`src/rtl/rulog_pkg.sv`:
```
package rulog_pkg;

   // Ring geometry. Pointers index a slot; counts reach the depth itself.
   localparam int RING_DEPTH = 1024;
   localparam int PTR_W      = $clog2(RING_DEPTH);
   localparam int CNT_W      = PTR_W + 1;
   localparam int IDX_W      = 64;
   localparam int TERM_W     = 64;

   localparam logic [PTR_W:0]     DEPTH_CODE = (PTR_W + 1)'(RING_DEPTH);
   localparam logic [CNT_W-1:0]   COUNT_FULL = CNT_W'(RING_DEPTH);
   localparam logic [IDX_W-1:0]   FIRST_RESET = IDX_W'(1);

   typedef enum logic [2:0] {
      KIND_APPEND = 3'd0,
      KIND_LOOKUP = 3'd1,
      KIND_DROP   = 3'd2,
      KIND_CLEAR  = 3'd3,
      KIND_LOAD   = 3'd4
   } rulog_kind_type;

   typedef enum logic [1:0] {
      ERR_NONE = 2'd0,
      ERR_GAP  = 2'd1,
      ERR_FULL = 2'd2
   } rulog_error_type;

   typedef enum logic {
      PH_IDLE,
      PH_EXEC
   } rulog_phase_type;

   // One request transaction as captured from the input channel.
   typedef struct packed {
      logic [2:0]        kind;
      logic [IDX_W-1:0]  entry_index;
      logic [TERM_W-1:0] entry_term;
      logic              snap_present;
   } rulog_item_type;

   // Log bookkeeping registers; the terms themselves live in the ring RAM.
   typedef struct packed {
      logic [PTR_W-1:0]  head_pointer;
      logic [CNT_W-1:0]  entry_count;
      logic [IDX_W-1:0]  first_index;
      logic              snapshot_held;
      logic [IDX_W-1:0]  snapshot_index;
      logic [TERM_W-1:0] snapshot_term;
   } rulog_log_type;

   // Compares and addresses worked out in the accept cycle.
   typedef struct packed {
      logic              hit;
      logic              snap_match;
      logic              d_eq_count;
      logic              idx_le_first;
      logic              d_lt_count;
      logic              full;
      logic [CNT_W-1:0]  d_low;
      logic [PTR_W-1:0]  slot;
      logic [PTR_W-1:0]  push_slot;
      logic [IDX_W-1:0]  idx_inc;
   } rulog_plan_type;

   typedef struct packed {
      logic              en;
      logic [PTR_W-1:0]  addr;
      logic [TERM_W-1:0] data;
   } rulog_write_type;

   typedef struct packed {
      logic              ok;
      logic [TERM_W-1:0] term_out;
      logic              last_valid;
      logic [IDX_W-1:0]  last_index;
      logic              unstable_valid;
      logic [IDX_W-1:0]  first_unstable;
      logic [1:0]        error_code;
   } rulog_result_type;

   // Fold a slot sum that is below twice the depth back into the ring.
   function automatic logic [PTR_W-1:0] slot_wrap(input logic [PTR_W:0] sum);
      logic [PTR_W:0] folded;
      folded = (sum >= DEPTH_CODE) ? (sum - DEPTH_CODE) : sum;
      return folded[PTR_W-1:0];
   endfunction

endpackage

```
`src/rtl/rulog_plan.sv`:
```
module rulog_plan (
   input  rulog_pkg::rulog_item_type item,
   input  rulog_pkg::rulog_log_type  log_state,
   output rulog_pkg::rulog_plan_type plan
);
   import rulog_pkg::*;

   logic [IDX_W-1:0] idx_offset;
   logic [IDX_W-1:0] count_wide;
   logic             below_first;

   // Offset of the requested index from the first held entry.
   assign idx_offset  = item.entry_index - log_state.first_index;
   assign count_wide  = IDX_W'(log_state.entry_count);
   assign below_first = item.entry_index < log_state.first_index;

   // Classify the index against the held range and form both ring addresses.
   always_comb begin
      plan.d_eq_count   = (idx_offset == count_wide);
      plan.idx_le_first = (item.entry_index <= log_state.first_index);
      plan.d_lt_count   = (idx_offset < count_wide);
      plan.hit          = (log_state.entry_count != '0) && !below_first &&
                          (idx_offset < count_wide);
      plan.snap_match   = log_state.snapshot_held &&
                          (log_state.snapshot_index == item.entry_index);
      plan.full         = (log_state.entry_count == COUNT_FULL);
      plan.d_low        = idx_offset[CNT_W-1:0];
      plan.slot         = slot_wrap({1'b0, log_state.head_pointer} +
                                    {1'b0, idx_offset[PTR_W-1:0]});
      plan.push_slot    = slot_wrap({1'b0, log_state.head_pointer} +
                                    log_state.entry_count);
      plan.idx_inc      = item.entry_index + IDX_W'(1);
   end

endmodule

```
`config.mk`:
```
export PLATFORM = sky130hd
export DESIGN_NAME = rulog_plan
export DESIGN_NICKNAME = d
export VERILOG_FILES = /design/src/rtl/rulog_pkg.sv /design/src/rtl/rulog_plan.sv
export SDC_FILE = /design/constraint.sdc
export NUM_CORES = 1
export LEC_CHECK = 0
export BUFFER_PORTS_ARGS = -buffer_cell sky130_fd_sc_hd__buf_2
export CORE_AREA = 2 2 173 175
export DETAILED_ROUTE_END_ITERATION = 10
export DIE_AREA = 0 0 175 177
export GPL_TIMING_DRIVEN = 0
export SYNTH_ARGS = -nofsm -noshare
export SYNTH_HDL_FRONTEND = slang
export SYNTH_SLANG_ARGS = --single-unit
```
`constraint.sdc`:
```
create_clock -name vclk -period 18.6
set_clock_uncertainty 0.1 [all_clocks]
set_input_delay 4.65 -clock vclk [all_inputs]
set_output_delay 4.65 -clock vclk [all_outputs]
set_load 0.01 [all_outputs]
```
==> reports/qor.json <==
{
  "run_status": {"value": "finished, final reports clean"},
  "io_pins": {"value": 447},
  "synth_cell_types": {"value": 62},
  "path_class": {"value": "input port to primary output"},
  "yosysMostFrequentCell": {"value": "nand2_1"},
  "worstPathArrival": {"value": 9210, "unit": "ps"},
  "rows": {"value": 63},
  "drt_pre_antenna_iters": {"value": 5},
  "grt_pass1_wl": {"value": 60.3, "unit": "mm"},
  "avgRoutedWirePerCell": {"value": 22.7, "unit": "µm"},
  "dieArea": {"value": 0.0310, "unit": "mm²"},
  "synthTopCellsByCount": {"value": "132 x nand2_1, 124 x a21oi_1, 119 x xnor2_1, 116 x inv_1, 96 x nor2_1"},
  "required": {"value": 13850, "unit": "ps"},
  "hold_slack": {"value": 9560, "unit": "ps"},
  "final.period_utilization": {"value": 0.750},
  "hold_buffers": {"value": 0},
  "synth_area_per_cell": {"value": 6.35, "unit": "µm²"},
  "cts_post_setup_buffers_inserted": {"value": 0},
  "area_growth": {"value": 27.6, "unit": "%"},
  "critPathCaptureType": {"value": "primary output"},
  "routed_via_density": {"value": 5.48},
  "post_cts_resized": {"value": 0},
  "dp.final_hpwl": {"value": 38.2, "unit": "mm"},
  "detailedRoute.firstIterationViolations": {"value": 887},
  "grt_start_max_net_pins": {"value": 11},
  "ant_nets": {"value": 0},
  "grt_pass1_vias": {"value": 9635},
  "max_clock_freq": {"value": 0.0716, "unit": "GHz"},
  "setup_viol": {"value": 0},
  "critical_path.max_fanout": {"value": 9},
  "synth_sequential_area_ratio": {"value": 0},
  "fp.coreArea": {"value": 0.0292, "unit": "mm²"},
  "regArea": {"value": 0, "unit": "µm²"},
  "share_of_post_route_cells_with_drive_strength_above_1": {"value": 0.222},
  "die_w": {"value": 175, "unit": "µm"},
  "synthDominantCellAreaShare": {"value": 0.157},
  "routabilityCongestion": {"value": 0.996},
  "die_y": {"value": 177, "unit": "µm"},
  "postSynthNetCount": {"value": 1626},
  "antenna_found_initial": {"value": 0},
  "hold_viol_final": {"value": 0},
  "synthesis.instances": {"value": 1183},
  "overflow": {"value": 0},
  "drc": {"value": 0},
  "max-slew-margin-rel": {"value": 0.142},
  "nNetsFinal": {"value": 1943},
  "grt_setup_unrepaired": {"value": "no"},
  "yosys_warnings": {"value": 0},
  "syn-cell-area": {"value": 0.00751, "unit": "mm²"},
  "cp-start-kind": {"value": "input port"},
  "timing_worst_slew_pin_value": {"value": 1270, "unit": "ps"},
  "netlist.top_cell.by_area": {"value": "ha_1"},
  "n_sequential_cell": {"value": 0},
  "initial_utilization": {"value": 0.257},
  "vias": {"value": 10400},
  "grt.total_usage": {"value": 0.260},
  "max_slew_violation_count": {"value": 0},
  "clock_buffers": {"value": 0},
  "synthTopCellsByArea": {"value": "ha_1 16%, xnor2_1 14%, a21oi_1 8.3%"},
  "routed_wl": {"value": 42.9, "unit": "mm"},
  "port-buffer-count": {"value": 315},
  "cap_viol_max_count": {"value": 0},
  "hold_path.class": {"value": "input port to primary output"},
  "tns": {"value": 0, "unit": "ps"},
  "period_minus_slack": {"value": 13960, "unit": "ps"}
}
==> placed cells by master (no fill, tap or decap), types with 16 or more instances in the layout <==
cell type  synthesis  layout
xnor2_1          119     119
a21oi_1          124     124
nor2_1            96      96
and3_1            21      21
nor3_1            21      21
clkbuf_1          25      25
nor4_1            20      20
inv_1            116     116
ha_1              94      94
o21ai_0           59      59
a21o_1            21      21
o21bai_1          16      16
nand2_1          132     132
buf_2              5     320
nand4_1           50      50
xor2_1            49      49
nand3_1           40      40
==> final cells by class <==
type | instances | area [µm²]
inverters | 116 | 435
well taps | 390 | 488
fillers | 3333 | 19700
repair buffers | 315 | 1580
plain buffers | 31 | 123
multi-input cells | 1036 | 6950
diodes | 2 | 5.00
==> cells by family after synthesis <==
kind of cell / synth area share
AO/OA/AOI/OAI: 0.278
XOR/XNOR: 0.196
adder cells (fa/ha/maj): 0.165
buffers and inverters: 0.0743
multiplexers: 0.00583
AND/OR/NAND/NOR: 0.282
==> routing by layer <==
layer  vias to the layer above  GRT usage  part of all wire
li1                       4916          -                 -
met1                      4891      0.373              0.47
met2                       495      0.391              0.41
met3                        62     0.0567             0.093
met4                         0     0.0667             0.028
met5                         -          0                 0
==> worst paths after layout <==
check	from	to	slack, ps	cells past startpoint
max	item[94]	plan[100]	4640	15
min	log_state[204]	plan[74]	9560	3
==> critical path, cell delays in order <==
cell	delay, ps
buf_2	250
ha_1	280
clkbuf_1	220
a21oi_1	410
o21ai_0	220
a21oi_1	450
a21oi_1	170
o311a_1	330
nor3_2	360
o21bai_1	150
xor2_1	170
nor4b_1	600
nand4_1	370
nor4_2	360
buf_2	210
==> stage by stage <==
step | cells | utilization | setup slack, ps | instance area (µm²)
5_1_grt | 1888 | 0.327 | 4430 | 9580
2_1_floorplan | 1183 | - | 6020 | 7510
4_1_cts | 1888 | 0.327 | 4670 | 9580
3_3_place_gp | 1888 | 0.327 | 4630 | 9580
3_5_place_dp | 1888 | 0.327 | 4670 | 9580
6_report | 1890 | 0.328 | 4640 | 9580
