==> src/rtl/rulog_pkg.sv <==
package rulog_pkg;

   // Ring geometry. Pointers index a slot; counts reach the depth itself.
   localparam int RING_DEPTH = 1024;
   localparam int PTR_W      = $clog2(RING_DEPTH);
   localparam int CNT_W      = PTR_W + 1;
   localparam int IDX_W      = 64;
   localparam int TERM_W     = 64;

   localparam logic [PTR_W:0]     DEPTH_CODE = (PTR_W + 1)'(RING_DEPTH);
   localparam logic [CNT_W-1:0]   COUNT_FULL = CNT_W'(RING_DEPTH);
   localparam logic [IDX_W-1:0]   FIRST_RESET = IDX_W'(1);

   typedef enum logic [2:0] {
      KIND_APPEND = 3'd0,
      KIND_LOOKUP = 3'd1,
      KIND_DROP   = 3'd2,
      KIND_CLEAR  = 3'd3,
      KIND_LOAD   = 3'd4
   } rulog_kind_type;

   typedef enum logic [1:0] {
      ERR_NONE = 2'd0,
      ERR_GAP  = 2'd1,
      ERR_FULL = 2'd2
   } rulog_error_type;

   typedef enum logic {
      PH_IDLE,
      PH_EXEC
   } rulog_phase_type;

   // One request transaction as captured from the input channel.
   typedef struct packed {
      logic [2:0]        kind;
      logic [IDX_W-1:0]  entry_index;
      logic [TERM_W-1:0] entry_term;
      logic              snap_present;
   } rulog_item_type;

   // Log bookkeeping registers; the terms themselves live in the ring RAM.
   typedef struct packed {
      logic [PTR_W-1:0]  head_pointer;
      logic [CNT_W-1:0]  entry_count;
      logic [IDX_W-1:0]  first_index;
      logic              snapshot_held;
      logic [IDX_W-1:0]  snapshot_index;
      logic [TERM_W-1:0] snapshot_term;
   } rulog_log_type;

   // Compares and addresses worked out in the accept cycle.
   typedef struct packed {
      logic              hit;
      logic              snap_match;
      logic              d_eq_count;
      logic              idx_le_first;
      logic              d_lt_count;
      logic              full;
      logic [CNT_W-1:0]  d_low;
      logic [PTR_W-1:0]  slot;
      logic [PTR_W-1:0]  push_slot;
      logic [IDX_W-1:0]  idx_inc;
   } rulog_plan_type;

   typedef struct packed {
      logic              en;
      logic [PTR_W-1:0]  addr;
      logic [TERM_W-1:0] data;
   } rulog_write_type;

   typedef struct packed {
      logic              ok;
      logic [TERM_W-1:0] term_out;
      logic              last_valid;
      logic [IDX_W-1:0]  last_index;
      logic              unstable_valid;
      logic [IDX_W-1:0]  first_unstable;
      logic [1:0]        error_code;
   } rulog_result_type;

   // Fold a slot sum that is below twice the depth back into the ring.
   function automatic logic [PTR_W-1:0] slot_wrap(input logic [PTR_W:0] sum);
      logic [PTR_W:0] folded;
      folded = (sum >= DEPTH_CODE) ? (sum - DEPTH_CODE) : sum;
      return folded[PTR_W-1:0];
   endfunction

endpackage

==> src/rtl/rulog_exec.sv <==
module rulog_exec (
   input  rulog_pkg::rulog_item_type   item,
   input  rulog_pkg::rulog_plan_type   plan,
   input  rulog_pkg::rulog_log_type    log_state,
   input  logic [63:0]                 ring_term,
   output rulog_pkg::rulog_log_type    log_next,
   output rulog_pkg::rulog_write_type  wr,
   output rulog_pkg::rulog_result_type result
);
   import rulog_pkg::*;

   logic [CNT_W-1:0] count_less;

   // Carry out the operation using the planned compares and the ring term.
   always_comb begin
      log_next = log_state;
      wr.en    = 1'b0;
      wr.addr  = plan.slot;
      wr.data  = item.entry_term;
      result   = '0;

      case (item.kind)
         KIND_APPEND: begin
            if (plan.d_eq_count) begin
               if (plan.full) begin
                  result.error_code = ERR_FULL;
               end else begin
                  wr.en                = 1'b1;
                  wr.addr              = plan.push_slot;
                  log_next.entry_count = log_state.entry_count + 1'b1;
                  result.ok            = 1'b1;
               end
            end else if (plan.idx_le_first) begin
               // The new entry restarts the log.
               wr.en                 = 1'b1;
               wr.addr               = '0;
               log_next.head_pointer = '0;
               log_next.entry_count  = CNT_W'(1);
               log_next.first_index  = item.entry_index;
               result.ok             = 1'b1;
            end else if (plan.d_lt_count) begin
               // Conflicting tail is cut and the entry takes its place.
               wr.en                = 1'b1;
               log_next.entry_count = plan.d_low + 1'b1;
               result.ok            = 1'b1;
            end else begin
               result.error_code = ERR_GAP;
            end
         end
         KIND_LOOKUP: begin
            if (plan.hit) begin
               result.term_out = ring_term;
               result.ok       = 1'b1;
            end else if (plan.snap_match) begin
               result.term_out = log_state.snapshot_term;
               result.ok       = 1'b1;
            end
         end
         KIND_DROP: begin
            if (plan.hit && (ring_term == item.entry_term)) begin
               log_next.head_pointer = slot_wrap({1'b0, plan.slot} + 1'b1);
               log_next.entry_count  = log_state.entry_count -
                                       (plan.d_low + 1'b1);
               log_next.first_index  = plan.idx_inc;
               result.ok             = 1'b1;
            end
         end
         KIND_CLEAR: begin
            if (plan.snap_match) begin
               log_next.snapshot_held = 1'b0;
               result.ok              = 1'b1;
            end
         end
         KIND_LOAD: begin
            log_next.head_pointer = '0;
            log_next.entry_count  = '0;
            if (item.snap_present) begin
               log_next.snapshot_held  = 1'b1;
               log_next.snapshot_index = item.entry_index;
               log_next.snapshot_term  = item.entry_term;
               log_next.first_index    = plan.idx_inc;
            end else begin
               log_next.snapshot_held  = 1'b0;
               log_next.snapshot_index = '0;
               log_next.snapshot_term  = '0;
               log_next.first_index    = FIRST_RESET;
            end
            result.ok = 1'b1;
         end
         default: begin
         end
      endcase

      // Status fields reflect the log as it stands after the operation.
      count_less = log_next.entry_count - 1'b1;
      if (log_next.entry_count != '0) begin
         result.last_valid = 1'b1;
         result.last_index = log_next.first_index + IDX_W'(count_less);
      end else if (log_next.snapshot_held) begin
         result.last_valid = 1'b1;
         result.last_index = log_next.snapshot_index;
      end else begin
         result.last_valid = 1'b0;
         result.last_index = '0;
      end
      result.unstable_valid = log_next.snapshot_held;
      result.first_unstable = log_next.snapshot_held ?
                              (log_next.snapshot_index + IDX_W'(1)) : '0;
   end

endmodule

==> config.mk <==
export PLATFORM = sky130hd
export DESIGN_NAME = rulog_exec
export DESIGN_NICKNAME = d
export VERILOG_FILES = /design/src/rtl/rulog_pkg.sv /design/src/rtl/rulog_exec.sv
export SDC_FILE = /design/constraint.sdc
export NUM_CORES = 1
export LEC_CHECK = 0
export ABC_CLOCK_PERIOD_IN_PS = 10700
export BUFFER_PORTS_ARGS = -buffer_cell sky130_fd_sc_hd__buf_2
export CAP_MARGIN = 10
export CORE_AREA = 2 2 385 387
export DETAILED_ROUTE_END_ITERATION = 6
export DIE_AREA = 0 0 387 389
export SLEW_MARGIN = 10
export SYNTH_ARGS = -nofsm -noshare
export SYNTH_HDL_FRONTEND = slang
export SYNTH_SLANG_ARGS = --single-unit
==> constraint.sdc <==
create_clock -name vclk -period 10.7
set_clock_uncertainty 0.1 [all_clocks]
set_input_delay 1.605 -clock vclk [all_inputs]
set_output_delay 1.605 -clock vclk [all_outputs]
set_load 0.01 [all_outputs]
==> reports/qor.csv, run 1 <==
metric;value;unit
buffers added on ports;997;
Hold-fix buffers, CTS;0;
initial core utilization;8.45;%
pre-CTS setup slack;0.679;ns
crit start category;input port;
final hold vios;0;
Setup CP Type;input port to output pin;
largest cells by area after synthesis;nand2_1 (11%), xnor2_1 (9.3%), nand3_1 (6.2%);
vias in the first global route;19410;
setup ws final;0.695;ns
fill count;17304;
Die Span X;387;um
drt total wl;177000;um
Setup TNS Final;0;ns
total grt overflow;0;
routability congestion estimate;0.987;
outcome;completed;
timing endpoint of the critical path;result[126];
TritonRoute pass-1 iters;6;
Via Count;21546;
largest net degree at the start of global routing;64;
DRC errors left;0;
synth-to-layout area growth;57.4;%
share of cells above drive strength 1;38.8;%
first-pass GRT wire length;218000;um
Power Total;1140;uW
Largest stage delay, worst path;0.54;ns
vias per inst;4.38;
die area;0.151;mm2
unrepaired setup endpoints after global routing;false;
worst relative slew slack;25.4;%
Critical Path End Type;output pin;
sequential area share after synthesis;0;%
min cycle time layout;10.01;ns
CP startpoint;item[62];
Die Ht;389;um
Required @ worst endpoint;9.00;ns
post-DP HPWL;159000;um
top cell type by total area after synthesis;nand2_1;
LEAKAGE;0.00941;uW
Syn Nets;2618;
I/O Pins;997;
Register Area;0;um2
post-CTS setup buffers;0;
WL/cell;35.9;um
CP arrival;8.30;ns
Synth top area share;11.3;%
YS warnings;0;
initial antenna violation count;162;
core box area;0.147;mm2
Slowest-stage cell, CP;nor3_1;
max-cap violations;0;
max frequency;99.9;MHz
most frequent CP cell;buf_4;
Post-Syn Area;0.0124;mm2
peak supply drop;0.0000201;V
Syn Inst Count;2078;
clock buffer count;0;
Tcrit/Tclk final;93.5;%
PD cells;58.5;mW/mm2
Critical Path Fanout Max;14;
Setup Viol. Count Final;0;
Final #Nets;3496;
synth unique cells;96;
DR iter-0 viols;2278;
cell count along the critical path;26;
design area;0.0195;mm2
Worst Max-Slew Pin Slew;1.09;ns
row count;141;
cts repair resizes;0;
Syn Area/Cell;5.96;um2
number of routed nets with antenna violations;0;
Hold Path Class;input port to output pin;
flip-flop and latch count;0;
all-layer global routing usage;22.1;%
Max Slew Vio Count;0;
Commonest cells post-synth;nand2_1 (374), nand3_1 (153), nor2_1 (149), a21oi_1 (144), xnor2_1 (131);
number of buffers and inverters on the critical path;5;
area post-placement;0.0194;mm2
critical path's top delay family;simple AND/OR/NAND/NOR gates;
min-delay src;item[25];
cell with the most instances after synthesis;nand2_1;
[kinds of logic (layout without fill, tap and decap cells)]
kind of cell	count (synthesis)	in the layout	share of synthesized area [%]
simple gates	997	997	39.7
compound gates	524	524	29.6
buf+inv	318	1194	12.4
xor+xnor	179	179	12.7
mux	31	31	2.57
fa+ha+maj	29	29	3.05
other cells	0	34	0
[layer usage]
| layer | wire length, um | GRT usage (%) |
|---|---|---|
| met3 | 19600 | 9.10 |
| met1 | 69900 | 26.4 |
| met4 | 5840 | 5.25 |
| met2 | 80700 | 36.7 |
| met5 | 679 | 0 |
[metrics by stage]
stage	cells	hold slack, ns	util [%]
4_1_cts	4884	3.35	13.2
5_1_grt	4902	3.35	13.3
3_5_place_dp	4884	3.35	13.2
6_report	4918	3.35	13.3
3_3_place_gp	4884	3.34	13.2
2_1_floorplan	2078	3.20	-
[area by class of cell]
cell class | count | area [um2] | area share (%)
Timing Repair Buffer | 1085 | 5660 | 29.0
Multi-Input combinational cell | 1760 | 10900 | 56.1
Antenna cell | 34 | 85.1 | 0.437
Inverter | 109 | 409 | 2.10
Tap cell | 1930 | 2410 | 12.4
[worst min-delay path by stage]
stage / end / slack (ns) / cells past startpoint
after CTS: wr[11] / 3.35 / 2
after detailed placement: wr[11] / 3.35 / 2
after global routing: wr[11] / 3.35 / 2
final: wr[24] / 3.35 / 2
after floorplan: wr[0] / 3.20 / 1
after global placement: wr[11] / 3.34 / 2
[report_power, final]
part	switching [uW]	internal (uW)
combinational	779	362
sequential	0	0
clock	0	0.000362
[cell usage in the layout (no fill, tap or decap), types with 7 or more instances in the layout]
cell and n:
nor2_1 149, inv_1 108, or3_1 22, a21o_1 23, nor2b_1 16, a21oi_1 144, a222oi_1 14, mux2i_1 25
o31ai_1 24, nand4_1 48, o22ai_1 9, and4_1 13, diode_2 34, a221o_1 23, nand3_1 153, xnor2_1 131
a22oi_1 14, a221oi_1 7, o21ai_0 77, o211ai_1 12, and3_1 44, nand2_1 374, nor4_1 18, o21a_1 7
a31oi_1 16, buf_2 996, buf_4 88, and2_1 23, nand2b_1 30, xor2_1 48, a211oi_1 8, nor3_1 49
ha_1 27, a22o_1 70, or2_2 7
No activity file was read; power rests on OpenSTA's default activity.
==> inputs of run 2 (changes only) <==
--- a/config.mk
+++ b/config.mk
@@ -11,6 +11,7 @@
 export CORE_AREA = 2 2 385 387
 export DETAILED_ROUTE_END_ITERATION = 6
 export DIE_AREA = 0 0 387 389
+export RECOVER_POWER = 50
 export SLEW_MARGIN = 10
 export SYNTH_ARGS = -nofsm -noshare
 export SYNTH_HDL_FRONTEND = slang
==> run 2 against run 1 <==
The flow now finishes with violations (max-capacitance violations, max-slew violations). Fmax is 2.2% lower. Largest power group unchanged. First-iteration DRC count is 0.61% higher. Wire length hardly changed. Critical path type unchanged. Flip-flop and latch count stayed put.
==> reports/qor.csv, run 2 (synthesis results as in run 1) <==
metric;value;unit
flip-flop and latch count;0;
min cycle time layout;10.23;ns
min-delay src;item[12];
unrepaired setup endpoints after global routing;false;
I/O Pins;997;
area post-placement;0.0194;mm2
post-DP HPWL;159000;um
Worst Max-Slew Pin Slew;3.24;ns
Hold-fix buffers, CTS;0;
TritonRoute pass-1 iters;6;
all-layer global routing usage;22.1;%
total grt overflow;0;
largest net degree at the start of global routing;64;
max frequency;97.7;MHz
Critical Path Fanout Max;23;
fin util;13.1;%
Via Count;21581;
Max Slew Vio Count;139;
Setup Viol. Count Final;0;
cts repair resizes;0;
Hold Path Class;input port to output pin;
hold-critical path depth;2;
max-cap violations;4;
post-CTS setup buffers;0;
initial antenna violation count;162;
DR iter-0 viols;2292;
hold endpoint;wr[11];
share of cells above drive strength 1;30.7;%
LEAKAGE;0.00868;uW
routability congestion estimate;0.987;
Setup CP Type;input port to output pin;
Setup TNS Final;0;ns
commonest non-fill, non-tap cell in the layout;buf_2;
die area;0.151;mm2
PD cells;58.8;mW/mm2
area of the multi-input gates;0.0109;mm2
first-pass GRT wire length;218000;um
peak supply drop;0.0000198;V
WL/cell;36.0;um
most used cells in the layout excluding fill and tap cells;buf_2 (767), nand2_1 (374), clkbuf_1 (234);
DRC errors left;0;
synth-to-layout area growth;54.7;%
vias in the first global route;19410;
final hold vios;0;
crit start category;input port;
Register Area;0;um2
outcome;finished, violations left;
Die Ht;389;um
worst relative slew slack;-116;%
row count;141;
clock buffer count;0;
core box area;0.147;mm2
Die Span X;387;um
design area;0.0192;mm2
Final #Nets;3496;
Critical Path End Type;output pin;
vias per inst;4.39;
initial core utilization;8.45;%
CP arrival;8.53;ns
number of routed nets with antenna violations;0;
Tcrit/Tclk final;95.6;%
fill count;17409;
violated checks;max-capacitance violations, max-slew violations;
drt total wl;177000;um
buffers added on ports;997;
Required @ worst endpoint;9.00;ns
==> run 2: per-stage QoR <==
step	power, uW	setup slack, ns	hold slack [ns]	instances
2_1_floorplan	484	2.13	3.20	2078
3_3_place_gp	1140	0.552	3.34	4884
3_5_place_dp	1140	0.679	3.35	4884
4_1_cts	1140	0.667	3.35	4884
5_1_grt	1190	0.139	3.36	4902
6_report	1130	0.466	3.35	4915
==> run 2: area by class of cell <==
class	instances	share of cell area, %
multi-input cells	1760	56.9
repair buffers	1085	27.9
well taps	1930	12.6
inverters	109	2.13
diodes	31	0.405
==> run 2: worst max-delay path by stage <==
| stage | startpoint | end | slack, ns |
|---|---|---|---|
| final | item[129] | result[126] | 0.47 |
| after global routing | item[62] | result[121] | 0.14 |
| after CTS | item[62] | result[121] | 0.67 |
| after detailed placement | item[62] | result[121] | 0.68 |
| after global placement | item[9] | result[121] | 0.55 |
| after floorplan | item[38] | result[121] | 2.13 |
==> run 2: per-layer routing <==
metal	vias up	wire, um	global-route usage (%)
met1	10486	69300	26.4
met3	331	20300	9.10
met2	1453	80800	36.7
met4	112	5830	5.25
met5	-	683	0
li1	9199	-	-
==> run 2: power by group <==
group	switching, uW	total, uW	internal, uW	leakage [uW]
registers	0	0	0	0
logic	780	1130	348	0.00868
clock network	0	0.000367	0.000366	0.000000196
==> run 2: worst max-delay path, cell delays in order <==
cell and delay, ns:
clkbuf_1 0.66, nor3_2 0.35, clkbuf_1 1.16, nand2_1 0.52
a211oi_1 0.30, a221oi_1 0.09, buf_4 0.21, ha_1 0.24
xor2_1 0.20, ha_1 0.34, a21oi_1 0.11, o21bai_1 0.13
a21oi_1 0.10, o21bai_1 0.21, a41oi_1 0.18, a211o_1 0.30
nand4b_1 0.17, buf_4 0.21, nor3_2 0.31, buf_4 0.22
nand4_2 0.15, or3_1 0.38, a31o_1 0.21, buf_2 0.13
